`src/rtl/lpht_pkg.sv`:
```
// Package for the linear probing hash table: sizes, opcodes, hash and state types.
`default_nettype none
package lpht_pkg;
  localparam int unsigned SLOTS = 1024;
  localparam int unsigned IDX_W = $clog2(SLOTS);
  localparam int unsigned CNT_W = IDX_W + 1;
  localparam logic [31:0] HASH_MULT = 32'h9E3779B1;

  typedef enum logic [1:0] {
    OP_PUT   = 2'd0,
    OP_GET   = 2'd1,
    OP_CLEAR = 2'd2,
    OP_NONE  = 2'd3
  } opcode_t;

  typedef enum logic [2:0] {
    ST_IDLE,
    ST_READ,
    ST_CHECK,
    ST_RESP,
    ST_CLEAR,
    ST_INIT
  } state_t;

  // Memory access request from the controller to the slot store.
  // The clear bit writes an empty mark into the slot at wr_addr.
  typedef struct packed {
    logic             rd_en;
    logic [IDX_W-1:0] rd_addr;
    logic             wr_en;
    logic             wr_key;
    logic [IDX_W-1:0] wr_addr;
    logic [31:0]      wdata_key;
    logic [31:0]      wdata_val;
    logic             clear;
  } mem_req_t;

  // Registered read data from the slot store.
  typedef struct packed {
    logic        valid;
    logic [31:0] key;
    logic [31:0] val;
  } mem_rsp_t;
endpackage
`default_nettype wire

```
`src/rtl/lpht_ctrl.sv`:
```
// Probe controller: hashes the key, walks slots, updates and answers.
`default_nettype none
module lpht_ctrl import lpht_pkg::*; (
  input  wire logic        clk,
  input  wire logic        rst_n,
  input  wire logic        in_valid,
  output logic             in_ready,
  input  wire logic [1:0]  in_opcode,
  input  wire logic [31:0] in_key,
  input  wire logic [31:0] in_value,
  input  wire logic [9:0]  max_entries,
  output mem_req_t         req,
  input  wire mem_rsp_t    rsp,
  output logic             out_valid,
  input  wire logic        out_ready,
  output logic [33:0]      out_data
);
  state_t state_r, state_nxt;
  opcode_t op_r;
  logic [31:0] key_r, val_r;
  logic [IDX_W-1:0] idx_r, idx_nxt;
  logic [CNT_W-1:0] cnt_r, cnt_nxt;
  logic [CNT_W-1:0] steps_r, steps_nxt;
  logic [CNT_W-1:0] limit;
  logic [33:0] res_r, res_nxt;
  logic [31:0] hash;
  logic full;

  assign hash = in_key * HASH_MULT;
  assign limit = ({1'b0, max_entries} > CNT_W'(SLOTS - 1)) ? CNT_W'(SLOTS - 1)
                                                          : CNT_W'(max_entries);
  assign full = cnt_r >= limit;
  assign in_ready = (state_r == ST_IDLE);
  assign out_valid = (state_r == ST_RESP);
  assign out_data = res_r;

  always_ff @(posedge clk) begin
    if (!rst_n) begin
      state_r <= ST_INIT;
      cnt_r   <= '0;
      idx_r   <= '0;
    end else begin
      state_r <= state_nxt;
      cnt_r   <= cnt_nxt;
      idx_r   <= idx_nxt;
    end
    steps_r <= steps_nxt;
    res_r   <= res_nxt;
    if (in_valid && in_ready) begin
      op_r  <= opcode_t'(in_opcode);
      key_r <= in_key;
      val_r <= in_value;
    end
  end

  // Next state; result word is {status, value_out, found}.
  always_comb begin
    state_nxt = state_r;
    idx_nxt   = idx_r;
    cnt_nxt   = cnt_r;
    steps_nxt = steps_r;
    res_nxt   = res_r;
    req       = '0;
    req.rd_addr   = idx_r;
    req.wr_addr   = idx_r;
    req.wdata_key = key_r;
    req.wdata_val = val_r;
    unique case (state_r)
      ST_INIT: begin
        // Clearing pass after reset, one slot per cycle.
        req.clear = 1'b1;
        idx_nxt   = idx_r + 1'b1;
        if (idx_r == IDX_W'(SLOTS - 1)) begin
          state_nxt = ST_IDLE;
        end
      end
      ST_IDLE: begin
        if (in_valid) begin
          idx_nxt   = hash[31 -: IDX_W];
          steps_nxt = '0;
          res_nxt   = '0;
          if (in_opcode == OP_CLEAR) begin
            idx_nxt   = '0;
            cnt_nxt   = '0;
            state_nxt = ST_CLEAR;
          end else if (in_opcode == OP_NONE) begin
            state_nxt = ST_RESP;
          end else begin
            state_nxt = ST_READ;
          end
        end
      end
      ST_CLEAR: begin
        // Clear operation walks every slot, then answers.
        req.clear = 1'b1;
        idx_nxt   = idx_r + 1'b1;
        if (idx_r == IDX_W'(SLOTS - 1)) begin
          state_nxt = ST_RESP;
        end
      end
      ST_READ: begin
        req.rd_en = 1'b1;
        state_nxt = ST_CHECK;
      end
      ST_CHECK: begin
        state_nxt = ST_RESP;
        if (!rsp.valid) begin
          // Empty slot ends the probe: key absent.
          if (op_r == OP_PUT) begin
            if (full) begin
              res_nxt[33] = 1'b1;
            end else begin
              req.wr_en  = 1'b1;
              req.wr_key = 1'b1;
              cnt_nxt    = cnt_r + 1'b1;
            end
          end
        end else if (rsp.key == key_r) begin
          res_nxt[0] = 1'b1;
          if (op_r == OP_PUT) begin
            req.wr_en = 1'b1;
          end else begin
            res_nxt[32:1] = rsp.val;
          end
        end else if (steps_r == CNT_W'(SLOTS - 1)) begin
          // Every slot probed without a match or a hole.
          if (op_r == OP_PUT) begin
            res_nxt[33] = 1'b1;
          end
        end else begin
          idx_nxt   = idx_r + 1'b1;
          steps_nxt = steps_r + 1'b1;
          state_nxt = ST_READ;
        end
      end
      ST_RESP: begin
        if (out_ready) begin
          state_nxt = ST_IDLE;
        end
      end
      default: state_nxt = ST_IDLE;
    endcase
  end
endmodule
`default_nettype wire

```
`config.mk`:
```
export PLATFORM = sky130hd
export DESIGN_NAME = lpht_ctrl
export DESIGN_NICKNAME = d
export VERILOG_FILES = /design/src/rtl/lpht_pkg.sv /design/src/rtl/lpht_ctrl.sv
export SDC_FILE = /design/constraint.sdc
export NUM_CORES = 1
export LEC_CHECK = 0
export ABC_AREA = 1
export BUFFER_PORTS_ARGS = -buffer_cell sky130_fd_sc_hd__buf_2
export CAP_MARGIN = 10
export CELL_PAD_IN_SITES_DETAIL_PLACEMENT = 0
export CELL_PAD_IN_SITES_GLOBAL_PLACEMENT = 1
export CORE_MARGIN = 2
export CORE_UTILIZATION = 48
export CTS_CLUSTER_SIZE = 12
export DETAILED_ROUTE_END_ITERATION = 6
export PLACE_DENSITY = 0.87
export SLEW_MARGIN = 25
export SYNTH_ARGS = -nofsm -noshare
export SYNTH_HDL_FRONTEND = slang
export SYNTH_SLANG_ARGS = --single-unit
```
`constraint.sdc`:
```
create_clock -name clk -period 11.1 [get_ports clk]
set_input_delay 1.11 -clock clk [delete_from_list [all_inputs] [get_ports clk]]
set_output_delay 1.11 -clock clk [all_outputs]
set_load 0.1 [all_outputs]
```
Word level (Yosys, flattened, before mapping)
Index checks and enable logic that the tools add are counted.

word-level totals
  register bits after elaboration = 135
  input bits = 145
  output and inout port bits = 124
  word-level logic and storage cells = 103

operators by class
  add/subtract/negate cells = 3
  multiply operators = 1
  $lt $le $gt $ge = 1
  equality and inequality tests = 28
  mux-type cells = 47
  reduce and logical (&&, ||, !) cells = 13

operator list
  kind                                                   count
  two-way mux 11 bit                                     9
  case mux 34 bit (2 select lines)                       1
  two-way mux 33 bit                                     2
  two-way mux 10 bit                                     5
  case mux 11 bit (2 select lines)                       2
  two-way mux 34 bit                                     1
  equality test 32 bit                                   1
  multiplier 32 x 32 -> 32 bit, second input constant    1
  two-way mux 32 bit                                     1
  case mux 10 bit (3 select lines)                       1
  adder 11 x 1 -> 11 bit, second input constant          2
  inequality test 2 bit, second input constant           11
  case mux 3 bit (6 select lines)                        1
  two-way mux 3 bit                                      5
  AND reduction 5 bit                                    3
  two-way mux 2 bit                                      7
  two-way mux 1 bit                                      12
  inequality test 3 bit, second input constant           4
  equality test 11 x 10 -> 1 bit, second input constant  1
  >= comparator 11 x 10 -> 1 bit                         1
  adder 10 x 1 -> 10 bit, second input constant          1
  equality test 10 bit, second input constant            1
  AND reduction 4 bit                                    2
  AND reduction 7 bit                                    1
  13 further kinds                                       17

Depth between registers and ports, before layout
Gate-level depths: netlist of the first run.

  word-level depth = 6
  mapped depth = 31
  depth with buffers taken out = 31

Worst setup path before layout of the first run
Ideal clock, no wire load.

  path type = input to register
  from = input port in_key[4]
  to = register idx_r[1]
  setup time = 0.120 ns
  arrival = 6.681 ns
  data required time = 10.980 ns
  path slack = 4.299 ns
  cell stages on the path = 27
  buffers on the path = 0
  cells stage by stage = inv_1 -> fa_1 -> inv_1 -> fa_1 -> fa_1 -> inv_1 -> fa_1 -> inv_1 -> fa_1 -> inv_1 -> fa_1 -> inv_1 -> fa_1 -> inv_1 -> fa_1 -> inv_1 -> ha_1 -> a21oi_1 -> nand2_1 -> a21oi_1 -> inv_1 -> a21oi_1 -> o21ai_0 -> o21ai_0 -> inv_1 -> nand2_1 -> a21oi_1

between the ends
  word-level cells in the longest chain between the ends = 4

ends and longest elaborated chain
  item                              RTL line         text
  start: declaration                lpht_ctrl.sv:9   input wire logic [31:0] in_key,
  multiplier 32 x 32 -> 32 bit      lpht_ctrl.sv:29  assign hash = in_key * HASH_MULT;
  two-way mux 10 bit                lpht_ctrl.sv:82  if (in_opcode == OP_CLEAR) begin
  two-way mux 10 bit                lpht_ctrl.sv:78  if (in_valid) begin
  case mux 10 bit (3 select lines)  lpht_ctrl.sv:68  unique case (state_r)
  end signal: assignment            lpht_ctrl.sv:45  idx_r <= idx_nxt;
  end: declaration                  lpht_ctrl.sv:21  logic [IDX_W-1:0] idx_r, idx_nxt;

Every way passes these cells. The select of a mux whose other input is x is not followed.
A chain may end at the register's enable or synchronous reset.

Worst setup path after layout of the first run
  from = input port in_key[13]
  to = register idx_r[5]

Same word-level chain as after synthesis.

==> results of run 1 <==
==> cell families (layout without fill, tap and decap cells) <==
| kind of cell | Yosys count | count (layout) | share of synthesized area [%] |
|---|---|---|---|
| buf+inv | 548 | 831 | 13.51 |
| compound gates | 136 | 136 | 4.676 |
| xor+xnor | 36 | 36 | 2.021 |
| simple gates | 491 | 491 | 13.50 |
| fa+ha+maj | 400 | 400 | 41.85 |
| flops | 135 | 135 | 24.44 |
==> sequential cells by signal (all words and copies together), names as in the netlist <==
| name | flops |
|---|---|
| state_r | 3 |
| val_r | 32 |
| op_r | 2 |
| out_data | 34 |
| steps_r | 11 |
| idx_r | 10 |
| key_r | 32 |
| cnt_r | 11 |
==> cells in the mapped netlist (3+ instances only) <==
cell type  count
clkbuf_1       6
edfxtp_1     111
or2_2          6
inv_1        524
xnor2_1       29
o21ai_0       45
fa_1         203
nand2_1      232
nor2_4         3
nand3b_1       9
a211oi_1       3
nor3_1        17
o21ai_1       10
nand4_1       12
buf_4         10
ha_1         197
nand3_1       59
xor2_1         7
a21oi_1       63
nor2_1       138
dfxtp_1       24
inv_2          4
a21o_1         4
nor2_2         4
o21a_1         3
==> area by class of cell <==
| type | instances | area share, % |
|---|---|---|
| Clock inverter | 15 | 1.233 |
| Clock buffer | 17 | 2.356 |
| Inverter | 530 | 11.04 |
| Multi-Input combinational cell | 1063 | 53.72 |
| Sequential cell | 135 | 21.12 |
| Timing Repair Buffer | 269 | 7.468 |
| Tap cell | 442 | 3.062 |
==> stage by stage <==
step,std cells,area [µm²],hold WS [ps]
2_1_floorplan,1746,15600,461.8
3_3_place_gp,2439,17410,477.0
3_5_place_dp,2439,17410,495.7
4_1_cts,2471,18060,506.4
5_1_grt,2471,18060,544.5
6_report,2471,18060,506.7
==> placed cells by master, fill, tap and decap left out, drive strengths merged <==
cell type / synthesis / routed
o311ai: 1 / 1
o2111ai: 1 / 1
o211ai: 2 / 2
and3: 2 / 2
bufinv: 0 / 3
a21oi: 63 / 63
nor4: 2 / 2
a21o: 4 / 4
edfxtp: 111 / 111
a22oi: 1 / 1
o31ai: 1 / 1
a21boi: 1 / 1
xor2: 7 / 7
nand4: 13 / 13
nand3b: 9 / 9
xnor2: 29 / 29
ha: 197 / 197
dfxtp: 24 / 24
nand3: 59 / 59
nand2: 235 / 235
o221ai: 1 / 1
clkbuf: 6 / 17
fa: 203 / 203
buf: 12 / 269
a211oi: 3 / 3
or2: 7 / 7
nor3: 17 / 17
inv: 530 / 540
clkinv: 0 / 2
nor3b: 1 / 1
nor2: 146 / 146
o21a: 3 / 3
o21ai: 55 / 55
==> worst min-delay path: stages, from the launching register on <==
cell and delay (ps):
dfxtp_1 320, o21ai_0 70, a21oi_1 70
==> layer usage <==
metal	wire (µm)	global-route usage, %	up-vias
met5	0	0	-
met4	1392	10.08	0
met3	1928	3.438	65
met2	20630	45.74	346
met1	17050	30.08	5776
li1	-	-	5849
==> how the worst max path moves through the flow <==
stage               startpoint  endpoint  slack [ps]
detailed placement   in_key[4]  idx_r[8]        3540
floorplan            in_key[4]  idx_r[1]        4300
global placement    in_key[13]  idx_r[5]        3570
global route         in_key[4]  idx_r[1]        3650
finish              in_key[13]  idx_r[5]        3990
CTS                  in_key[4]  idx_r[9]        3990
==> run metrics, run 1 <==
Setup Viol. Count Final 0; DRT Pass-1 Iters 5; minimum clock period roughly 7000 ps; Synth Register Bits 135; critical path, cell by cell buf_2 > inv_1 > fa_1 > fa_1 > inv_1 > fa_1 > fa_1 > inv_1 > fa_1 > inv_1 > fa_1 > fa_1 > inv_1 > fa_1 > inv_1 > ha_1 > nand2_1 > nor3_1 > nand3_1 > o211ai_1 > o21ai_0 > a21oi_1 > nor2_1 > nor2_1; unrepaired setup endpoints after global routing false; status completed; fin. max-slew vios 0; io pins roughly 270; area of the multi-input gates 9702 µm²; CP bufs+invs 7; WHS Endpoint cnt_r[10]; layout net count about 2600; Post-CTS Setup Bufs 0; Worst Setup Start Kind input pin; Slowest cell on crit path fa_1; Final TNS setup 0 ps; Clk Latency, worst-skew pair approximately 440 ps; beginning of the worst hold path cnt_r[10]; TritonCTS Buffers 17; initial antenna violation count 0; most frequent CP cell fa_1; Fmax achieved roughly 140 MHz; Top FF cell, synth edfxtp_1; clock root cell clkbuf_16; Data arrival, critical path approximately 7500 ps; GPL Wtd Cong 0.9221; Avg WL per Cell roughly 17 µm; Crit Path Max Fanout 8; Tcrit/Tclk final 64.05%; ranking of synthesized cells by area fa_1 26%, edfxtp_1 21%, ha_1 16%; via density per instance approximately 5; grt ovf 0; Yosys cell types 43; # port buffers ~270; Synthesis Warnings 0; Post-Syn Nets between 2000 and 2500; layout cells sized above 1 16.21%; residual DRC count 0; HPWL after DPL 34.90 mm; CP peak stage delay roughly 540 ps; CTS tree yes; critical path type in2reg; row cnt 66; Mapped Cells roughly 1700; Initial Util between 40% and 50%; Setup crit end kind flip-flop; EDFF count, synth 111; core area roughly 32000 µm²; top-area cell type share of the netlist area about a quarter; post-route setup slack ~4000 ps; post-route antenna net violation count 0; Avg Inst Size Synth ~8.9 µm²; Rel. slew slack between 30% and 40%; Filler Cell Count ~3000; initial DRC count roughly 560; Die Height between 150 and 200 µm; hold bufs inserted after CTS 0; Setup Skew around 12 ps; All-Layer GR Usage 25.18%; vias 12040; max cap viols 0; Worst Hold Class reg2reg; Required @ worst endpoint approximately 11000 ps; Syn Std Cell Area roughly 16000 µm²; largest net degree at the start of global routing between 50 and 60; worst r2r path cells 9; CTS clock-pin slew for the worst setup and hold paths 70 ps; die area between 30000 and 40000 µm²; via count of the first global-routing pass 12430; post-CTS sizing 0; die width 184.3 µm; Final Hold Fails 0; fin util 55.93%; CP top delay family adder cells; Area growth syn-to-layout 15.76%; Reg2Reg Launch Point cnt_r[0]; worst r2r dst cnt_r[0]; Reg2Reg Setup Slack 8460 ps; Hold Path Stages 2; Bufs on Longest Clock Path 2; total wire length 41.00 mm; dpl ws around 3500 ps; FF/Latch Area approximately 3800 µm²; Async SR Flop Fraction 0%; worst-margin pin slew between 900 and 1000 ps; H-tree Lvls 4; clk sinks around 140; area leader, netlist fa_1; antenna fix cells 0; global-route wire length before repair 63.86 mm; post-synthesis sequential area ratio between 20% and 30%; CP Depth 24
Power of run 1 is left out: the tool's default activity adds up to more than one toggle a clock period on the data nets, which glitch-free logic cannot reach.
==> inputs of run 2 (changes only) <==
--- a/config.mk
+++ b/config.mk
@@ -11,10 +11,10 @@
 export CELL_PAD_IN_SITES_DETAIL_PLACEMENT = 0
 export CELL_PAD_IN_SITES_GLOBAL_PLACEMENT = 1
 export CORE_MARGIN = 2
-export CORE_UTILIZATION = 48
+export CORE_UTILIZATION = 44
 export CTS_CLUSTER_SIZE = 12
 export DETAILED_ROUTE_END_ITERATION = 6
-export PLACE_DENSITY = 0.87
+export PLACE_DENSITY = 0.8
 export SLEW_MARGIN = 25
 export SYNTH_ARGS = -nofsm -noshare
 export SYNTH_HDL_FRONTEND = slang
==> constraint.sdc (replaced) <==
create_clock -name clk -period 7.3 [get_ports clk]
set_input_delay 0.73 -clock clk [delete_from_list [all_inputs] [get_ports clk]]
set_output_delay 0.73 -clock clk [all_outputs]
set_load 0.1 [all_outputs]
==> run 2 against run 1 <==
Against the previous run: clock-buffer cell count did not move; clock skew grew 1.9 ps; die area grew 8.9%; design area rose by 0.28%.
==> run metrics, run 2 (synthesis results as in run 1) <==
Final Hold Fails 0 (unchanged); HPWL after DPL 36.57 mm (+4.8%); layout cells sized above 1 16.82% (+0.61 points); WHS Endpoint val_r[13]; CTS clock-pin slew for the worst setup and hold paths 60 ps (about the same); largest net degree at the start of global routing 45 (-12%); max cap viols 0 (unchanged); worst-margin pin slew 977.4 ps (+19.24 ps); worst r2r path cells 7 (-2); die area 36980 µm² (+8.9%); GPL Wtd Cong 0.9002 (-2.4%); layout net count 2577 (+0.62%); clock root cell clkbuf_16; All-Layer GR Usage 23.88% (-1.3 points); # port buffers 268 (unchanged); post-route antenna net violation count 0 (unchanged); Non-Filler Instances 2500 (+1.2%); placed instance count 2468 (+1.2%); Avg WL per Cell 17.09 µm (+3.0%); antenna fix cells 0 (unchanged); Post-CTS Setup Bufs 0 (unchanged); die width 192.3 µm (+4.3%); hold bufs inserted after CTS 0 (unchanged); initial DRC count 509 (-8.9%); total wire length 42.72 mm (+4.2%); Setup crit end kind flip-flop; grt ovf 0 (unchanged); minimum clock period around 6600 ps; DRT Pass-1 Iters 7 (+2); Initial Util 44.94% (-3.4 points); Fmax achieved 150.8 MHz; commonest cells after routing, fill and taps aside 524 x inv_1, 268 x buf_2, 232 x nand2_1; Reg2Reg Setup Slack 4390 ps (-4070 ps); number of flip-flops in the largest register 34 (unchanged); Worst Hold Class in2reg; Hold Path Stages 1 (-1); CTS tree yes; Worst Setup Start Kind input pin; status completed; critical path type in2reg; Reg2Reg Launch Point key_r[1]; Area growth syn-to-layout 16.09%; TritonCTS Buffers 17 (unchanged); global-route wire length before repair 65.43 mm (+2.5%); via count of the first global-routing pass 12380 (-0.39%); commonest non-fill, non-tap cell in the layout inv_1; residual DRC count 0 (unchanged); Die Height 192.3 µm (+4.3%); Setup Viol. Count Final 0 (unchanged); Final TNS setup 0 ps (unchanged); Data arrival, critical path 6960 ps (-520 ps); worst r2r dst out_data[22]; H-tree Lvls 4 (unchanged); fin. max-slew vios 0 (unchanged); core area 34710 µm² (+7.5%); Clk Latency, worst-skew pair 430 ps (about the same); row cnt 68 (+3.0%); unrepaired setup endpoints after global routing false; Bufs on Longest Clock Path 2 (unchanged); Setup Skew 13.73 ps (+1.936 ps); clk sinks 135 (unchanged); post-CTS sizing 0 (unchanged); initial antenna violation count 0 (unchanged); beginning of the worst hold path in_value[13]; io pins 269 (unchanged); Rel. slew slack 34.69% (-1.3 points); Required @ worst endpoint 7620 ps (-3850 ps); Tcrit/Tclk final just over 90%; Crit Path Max Fanout 8 (unchanged); via density per instance 4.807 (-1.3%); vias 12020 (-0.15%)
run 2: how the worst max path moves through the flow:
stage / startpoint / endpoint / slack [ps]
floorplan: in_key[4] / idx_r[1] / 880
global route: in_key[13] / idx_r[7] / 340
CTS: in_key[13] / idx_r[7] / 600
global placement: in_key[13] / idx_r[7] / 190
finish: in_key[13] / idx_r[7] / 670
detailed placement: in_key[13] / idx_r[7] / 140
run 2: area by class of cell:
type,count,area [µm²]
fill,3321,16600
multi-input combinational,1063,9702
sequential,135,3814
inverter,530,1994
timing repair buffer,285,1469
tap,455,569.3
clock buffer,17,425.4
clock inverter,15,137.6
run 2: through the flow:
step                area, µm²  worst slack (ps)  utilization, %  hold WS [ps]
finish                  18110             666.6           52.17         475.4
global route            18110             341.0           52.17         453.6
CTS                     18110             596.4           52.16         452.9
detailed placement      17540             143.8           50.54         491.9
global placement        17540             193.7           50.54         482.8
floorplan               15600             878.6               -         461.8
run 2: routing by layer:
| layer | GRT usage, % | wire length [µm] |
|---|---|---|
| met1 | 29.19 | 18040 |
| met3 | 3.328 | 2004 |
| met2 | 42.86 | 21260 |
| met5 | 0 | 0 |
| met4 | 8.661 | 1418 |
run 2: worst max-delay path, stage by stage:
cell      delay [ps]
buf_2            250
inv_1            210
fa_1             530
fa_1             490
inv_1             50
fa_1             490
fa_1             520
inv_1             50
fa_1             520
inv_1             50
fa_1             450
fa_1             490
inv_1             50
fa_1             470
inv_1             40
ha_1             330
nand2_1          150
nor2_1            90
a211oi_1         300
o21ai_0          130
a21oi_1          250
nand2_1           80
nand2_1           60
nor2_1            40
nor2_1            80
nor2_1            40
Power of run 2 is left out for the same reason.
